File: config.mk
export PLATFORM = sky130hd
export DESIGN_NAME = pgm_sqrt
export DESIGN_NICKNAME = d
export VERILOG_FILES = /design/src/hw/rtl/pgm_pkg.sv /design/src/hw/rtl/pgm_sqrt.sv
export SDC_FILE = /design/constraint.sdc
export NUM_CORES = 1
export LEC_CHECK = 0
export BUFFER_PORTS_ARGS = -buffer_cell sky130_fd_sc_hd__buf_2
export CORE_MARGIN = 5
export CORE_UTILIZATION = 54
export DETAILED_ROUTE_END_ITERATION = 7
export PLACE_DENSITY = 0.87
export SLEW_MARGIN = 10
export SYNTH_ARGS = -nofsm -noshare
export SYNTH_HDL_FRONTEND = slang
export SYNTH_SLANG_ARGS = --single-unit
export TNS_END_PERCENT = 20
File: constraint.sdc
create_clock -name clk -period 3.8 [get_ports clk]
set_input_delay 0.38 -clock clk [delete_from_list [all_inputs] [get_ports clk]]
set_output_delay 0.38 -clock clk [all_outputs]
set_load 0.02 [all_outputs]
File: src/hw/rtl/pgm_pkg.sv
// package for the prewitt gradient magnitude core
// holds the controller state type, register indexes and fixed field widths; no dependencies
`default_nettype none

package pgm_pkg;

	// fixed field widths
	localparam int unsigned PIX_W     = 8;
	localparam int unsigned CFG_W     = 11;
	localparam int unsigned CFG_IDX_W = 2;
	localparam int unsigned COORD_W   = 10;
	localparam int unsigned SQ_W      = 20;
	localparam int unsigned SUM_W     = 21;
	localparam int unsigned ROOT_W    = 16;

	// register indexes
	localparam logic [CFG_IDX_W-1:0] REG_IMAGE_WIDTH  = 2'd0;
	localparam logic [CFG_IDX_W-1:0] REG_IMAGE_HEIGHT = 2'd1;

	// register reset values and clamp floor
	localparam logic [CFG_W-1:0] WIDTH_RESET  = 11'd640;
	localparam logic [CFG_W-1:0] HEIGHT_RESET = 11'd480;
	localparam int unsigned      MIN_DIM      = 3;

	// saturated magnitude
	localparam logic [PIX_W-1:0] MAG_SAT = 8'd255;

	// controller states
	typedef enum logic [2:0] {
		S_IDLE,
		S_WIN,
		S_MUL,
		S_SQRT_GO,
		S_SQRT_WAIT,
		S_OUT_I,
		S_OUT_B
	} state_t;

endpackage

`default_nettype wire

File: src/hw/rtl/pgm_sqrt.sv
// iterative integer square root, one result bit per step, saturating to 255
// depends on pgm_pkg for widths and the saturation value
`default_nettype none

module pgm_sqrt (
	input  wire logic                          clk,
	input  wire logic                          arst_n,
	input  wire logic                          start,
	input  wire logic [pgm_pkg::SUM_W-1:0]     operand,
	output      logic                          done,
	output      logic [pgm_pkg::PIX_W-1:0]     root
);

	logic                         busy_q;
	logic [pgm_pkg::ROOT_W-1:0]   rem_q;
	logic [pgm_pkg::ROOT_W-1:0]   root_q;
	logic [pgm_pkg::ROOT_W-1:0]   bit_q;
	logic [pgm_pkg::ROOT_W-1:0]   trial;
	logic                         sat;

	assign trial = root_q + bit_q;
	assign sat   = (operand[pgm_pkg::SUM_W-1:pgm_pkg::ROOT_W] != '0);
	assign done  = busy_q && (bit_q == '0);
	assign root  = root_q[pgm_pkg::PIX_W-1:0];

	// busy flag
	always_ff @(posedge clk or negedge arst_n) begin
		if (!arst_n) begin
			busy_q <= 1'b0;
		end else if (start) begin
			busy_q <= 1'b1;
		end else if (done) begin
			busy_q <= 1'b0;
		end
	end

	// one restoring step per cycle; bit moves down two places each step
	always_ff @(posedge clk) begin
		if (start) begin
			rem_q  <= operand[pgm_pkg::ROOT_W-1:0];
			if (sat) begin
				root_q <= pgm_pkg::ROOT_W'(pgm_pkg::MAG_SAT);
				bit_q  <= '0;
			end else begin
				root_q <= '0;
				bit_q  <= pgm_pkg::ROOT_W'(1) << (pgm_pkg::ROOT_W - 2);
			end
		end else if (busy_q && (bit_q != '0)) begin
			if (rem_q >= trial) begin
				rem_q  <= rem_q - trial;
				root_q <= (root_q >> 1) + bit_q;
			end else begin
				root_q <= root_q >> 1;
			end
			bit_q <= bit_q >> 2;
		end
	end

endmodule

`default_nettype wire
==> results.yml, run 1 <==
timing:
  skew_ns: 0.0149
  slew_viol_final: 0
  setup_viol: 0
  hold_violations: 0
  fin_ws_ns: 0.160
  fin_crit_ns: 3.64
  maxSlewHeadroom_pct: 62.5
  period_share_pct: 95.8
  worstMarginPinSlew_ns: 0.558
  fmax_mhz: 275
  setup_tns_ns: 0
final_layout:
  design_area_um2: 4060
  multi_input_area_um2: 2130
  nets: 481
  antennaDiodeCount: 0
  regArea_um2: 1230
  drive_above_1_share_pct: 22.2
  n_fill_cell: 443
  syn2layout_area_growth_pct: 17.2
yosys:
  synth_area_um2: 3460
  syn_area_per_cell_um2: 9.54
  synth_seq_cells: 41
  ys_async_sr_fraction_pct: 2.44
  synth_cell_types: 55
  syn-instance-count: 363
  yosysWarnings: 0
  synth_ff_type: "edfxtp_1"
  yosysSeqAreaShare_pct: 35.4
  syn_nets: 422
  synth_edf_count: 40
drt:
  vias_per_cell: 6.18
  drc: 0
  vias: 3092
  ant_nets: 0
  dr.pass1.iters: 5
  wl_per_cell_um: 17.4
  routed_wl_mm: 8.70
  drtIter0Drc: 231
critical_path:
  path_max_fanout: 3
  cp-end-kind: "flip-flop"
  cp_num_buf_inv: 2
  required_ns: 3.84
  max_stage_delay_ns: 0.40
  critPathKind: "flip-flop to flip-flop"
  critPathArrivalTime_ns: 3.68
  crit_path_top_delay_cell: "edfxtp_1"
  critPathMostFrequentCell: "ha_1"
  cp_top_family: "compound AO/OA/AOI/OAI gates"
  startpoint_type: "flip-flop"
  crit_chain: "ha_1, ha_1, a21o_1, a31oi_4, o31ai_2, nor2b_2, o311a_1, xnor2_1, ha_1, a211o_1, a21oi_2, buf_4, buf_4, a211oi_1, xnor2_1, o21ai_0"
global_route:
  grt_start_max_net_pins: 57
  grt-ovfl-total: 0
  grt_pass1_vias: 3109
  grt_usage_pct: 21.3
  grt_first_pass_wirelength_mm: 14.4
  antenna_found_initial: 0
die:
  rows: 29
  die_height_um: 90.1
  io_pins: 33
  dieArea_um2: 8120
  coreArea_um2: 6280
  initial_core_util_pct: 55.2
  die_w_um: 90.1
clock_network:
  h-tree-depth: 2
  cts_tree: "yes"
  clock_latency_ns: 0.31
  cts_root_buf: "clkbuf_8"
  clock_path_buffers: 2
  cts_sinks: 41
  cts_buffers: 5
  path_clk_slew_ns: 0.09
job:
  drv_cap: 0
run_status:
  outcome: "complete, no violations"
min_path:
  hold_class: "input pin to flip-flop"
placement:
  place_hpwl_mm: 6.32
  place_congestion: 0.890
  place_area_um2: 3850
  detailedPlace.worstSlack_ns: -0.0413
  port_buffers: 32
[repair_timing]
item / 4_1_cts / 5_1_grt
hold endpoints to repair: 1 / 0
pin swaps: 0 / 4
hold buffers: 1 / 0
endpoints found under the setup margin: 24 / 35
setup buffers: 4 / 3
resized for setup: 0 / 10
[flip-flops by register name (all words and copies together) (netlist names)]
register / cells
bit_q: 8
busy_q: 1
rem_q: 16
root_q: 16
[synthesized netlist by cell type (all sizes together) (2+ instances only)]
library cell  number  area share (%)
xnor2             13             3.3
o21a               4            0.87
xor2              15             3.8
o311a              2            0.58
nand3              8             1.2
clkbuf             6            0.65
nor2b             12             2.2
a21oi             25             4.0
edfxtp            40              35
buf               11             2.3
nor4               3            0.54
a21o              10             2.2
inv               10             1.1
nor2              13             1.4
a31o               4             1.0
and3               4            0.76
nor3b              3            0.65
ha                34              12
nand2             36             3.9
nand2b             5            0.90
a21boi             3            0.65
a31oi             15             3.1
a211o              3            0.76
nor3               9             1.3
or4                2            0.43
nand4              3            0.54
mux2i              7             2.0
o31ai              7             1.9
a211oi             6             1.3
o21ai             35             5.1
[tightest hold or removal path: stages]
cell,delay (ns)
buf_2,0.08
nand2_1,0.04
o31ai_1,0.05
[per-layer routing]
layer	GRT usage, %	wire (µm)	up-vias
met1	25.2	3590	1454
li1	-	-	1493
met4	9.43	359	0
met5	0	0	-
met2	37.9	4330	115
met3	3.26	420	30
[final cells by class]
type / instances / share of cell area [%]
clock buffer: 5 / 1.70
clock inverter: 3 / 1.02
timing repair buffer: 69 / 11.2
inverter: 10 / 0.925
multi-input combinational: 295 / 52.6
tap: 77 / 2.37
sequential: 41 / 30.2
[metrics by stage]
stage	utilization, %	std cells	hold WS (ns)
2_1_floorplan	-	363	0.0844
3_3_place_gp	61.3	484	0.156
3_5_place_dp	61.3	484	0.158
4_1_cts	63.7	497	0.350
5_1_grt	64.6	500	0.357
6_report	64.6	500	0.349
[layout by cell type (no fill, tap or decap), types with 10 or more instances in the layout]
cell type,netlist,layout
edfxtp_1,40,40
nand2_1,36,36
buf_4,8,35
ha_1,34,34
buf_2,1,32
o21ai_0,34,31
a21oi_1,23,21
xor2_1,15,15
a31oi_1,14,13
xnor2_1,13,13
nor2_1,13,13
nor2b_1,12,11
inv_1,10,10
[worst paths after layout]
| check | from | end | slack, ns | cells after the start |
|---|---|---|---|---|
| max in group asynchronous | arst_n | busy_q | 3.33 | 2 |
| worst max-delay path | root_q[0] | root_q[5] | 0.16 | 16 |
| worst min register to register | busy_q | busy_q | 0.50 | 2 |
| min in group asynchronous | arst_n | busy_q | 0.38 | 2 |
| worst min-delay path | operand[10] | rem_q[10] | 0.35 | 3 |
| worst max register to register | root_q[0] | root_q[5] | 0.16 | 16 |
[kinds of logic after synthesis]
family          after synthesis  synth area share (%)
buf+inv                      27                  4.05
flops                        41                  35.4
xor+xnor                     28                  7.08
mux                           8                  2.35
fa+ha+maj                    35                  12.9
compound gates              121                  23.3
simple gates                103                  14.9
Power of run 1 is not shown: default switching activity piles up to over one toggle a cycle in this logic, so the estimate is an artifact.
==> run 2: changes to the inputs <==
--- a/config.mk
+++ b/config.mk
@@ -6,10 +6,9 @@
 export NUM_CORES = 1
 export LEC_CHECK = 0
 export BUFFER_PORTS_ARGS = -buffer_cell sky130_fd_sc_hd__buf_2
-export CORE_MARGIN = 5
-export CORE_UTILIZATION = 54
+export CORE_UTILIZATION = 60
 export DETAILED_ROUTE_END_ITERATION = 7
-export PLACE_DENSITY = 0.87
+export PLACE_DENSITY = 0.91
 export SLEW_MARGIN = 10
 export SYNTH_ARGS = -nofsm -noshare
 export SYNTH_HDL_FRONTEND = slang
==> constraint.sdc (replaced) <==
create_clock -name clk -period 4.36 [get_ports clk]
set_input_delay 0.436 -clock clk [delete_from_list [all_inputs] [get_ports clk]]
set_output_delay 0.436 -clock clk [all_outputs]
set_load 0.02 [all_outputs]
==> run 2 against run 1 <==
Net effect:
- via count shrank 4.4%
- global-route usage grew 5.5 points
- flip-flop and latch count is the same
- non-clock buffer count shrank 33
- clock skew shrank 0.0026 ns
- cell area shrank 7.0%
==> results.yml, run 2 (synthesis gave the netlist of run 1 again) <==
run_status:
  outcome: "complete, no violations"
clock_network:
  path_clk_slew_ns: 0.08
  cts_buffers: 5
  cts_root_buf: "clkbuf_8"
  clock_latency_ns: 0.30
  cts_sinks: 41
  cts_tree: "yes"
  post_cts.repair.setup_buffers: 0
  clock_path_buffers: 2
  h-tree-depth: 2
critical_path:
  crit_path_top_delay_cell: "edfxtp_1"
  crit_chain: "ha_1, ha_1, a21o_1, a31oi_1, nor2_1, o21ai_0, xor2_1, ha_1, and4_1, and2_4, a31oi_4, a21oi_4, o21a_1, buf_4"
  critPathMostFrequentCell: "ha_1"
  path_max_fanout: 16
  startpoint_type: "flip-flop"
  critPathKind: "flip-flop to flip-flop"
  cp-end-kind: "flip-flop"
  max_stage_delay_ns: 0.43
  critPathArrivalTime_ns: 4.06
  required_ns: 4.35
min_path:
  hold_class: "input pin to flip-flop"
global_route:
  grt_start_max_net_pins: 58
  grt_first_pass_wirelength_mm: 12.8
  grt_pass1_vias: 2775
  antenna_found_initial: 0
  grt-ovfl-total: 0
  grt_usage_pct: 26.8
placement:
  place_hpwl_mm: 5.71
  dp_cells: 453
  port_buffers: 32
  place_congestion: 1.00
  place_area_um2: 3630
  detailedPlace.worstSlack_ns: 0.240
timing:
  period_share_pct: 93.4
  setup_tns_ns: 0
  maxSlewHeadroom_pct: 64.7
  rsz0062_at_grt: "no"
  setup_viol: 0
  fin_ws_ns: 0.288
  fin_crit_ns: 4.07
  worstMarginPinSlew_ns: 0.526
  hold_violations: 0
  slew_viol_final: 0
  fmax_mhz: 246
  skew_ns: 0.0123
final_layout:
  nets: 449
  antennaDiodeCount: 0
  design_area_um2: 3770
  final_cells: 463
  drive_above_1_share_pct: 14.8
  syn2layout_area_growth_pct: 8.92
  n_fill_cell: 431
  mostFrequentLayoutCells: "edfxtp_1 (40), nand2_1 (36), o21ai_0 (34), ha_1 (34), buf_2 (32)"
  layout_commonest_cell: "edfxtp_1"
  reg_top3: "rem_q (16), root_q (16), bit_q (8)"
drt:
  vias_per_cell: 6.38
  drc: 0
  ant_nets: 0
  routed_wl_mm: 7.92
  vias: 2956
  drtIter0Drc: 255
  wl_per_cell_um: 17.1
  dr.pass1.iters: 5
die:
  die_height_um: 78.0
  dieArea_um2: 6080
  die_w_um: 78.0
  io_pins: 33
  coreArea_um2: 5540
  rows: 27
  initial_core_util_pct: 62.5
job:
  drv_cap: 0
-- run 2: final timing paths --
path | startpoint | to | slack (ns) | depth (start not counted)
max in group asynchronous | arst_n | busy_q | 3.84 | 2
worst max-delay path | bit_q[0] | rem_q[13] | 0.29 | 14
worst min register to register | busy_q | busy_q | 0.50 | 2
worst max register to register | bit_q[0] | rem_q[13] | 0.29 | 14
worst min-delay path | operand[10] | rem_q[10] | 0.41 | 3
min in group asynchronous | arst_n | busy_q | 0.44 | 2
-- run 2: area by class of cell --
cell class                 count  area [µm²]  area share, %
multi-input combinational    296        2110           55.8
inverter                      10        37.5          0.995
clock inverter                 2        37.5          0.995
sequential                    41        1230           32.5
clock buffer                   6        82.6           2.19
timing repair buffer          36         193           5.11
tap                           72        90.1           2.39
-- run 2: metrics by stage --
step	util, %	hold slack, ns
2_1_floorplan	-	0.140
3_3_place_gp	65.6	0.211
3_5_place_dp	65.6	0.214
4_1_cts	67.9	0.414
5_1_grt	68.1	0.427
6_report	68.1	0.409
-- run 2: repair_timing --
action                                  CTS  global route
gates resized for setup                   0             0
endpoints found under the setup margin    0            16
endpoints found under the hold margin     1             0
hold buffers                              1             0
-- run 2: per-layer routing --
layer | track usage [%] | wire [µm]
met1 | 35.4 | 3370
met2 | 45.0 | 3770
met3 | 4.00 | 607
met4 | 9.26 | 176
met5 | 0 | 0
-- run 2: worst max-delay path: cells and delay by family, from the launching register on --
family	cells	cell delay, ns
AOI/OAI and AO/OA	6	1.51
xor gates and xnor gates	1	0.12
adders and majority gates	3	0.87
buffers and inverters	1	0.25
DFF	1	0.43
and+or+nand+nor	3	0.56
Power of run 2 is left out for the same reason.
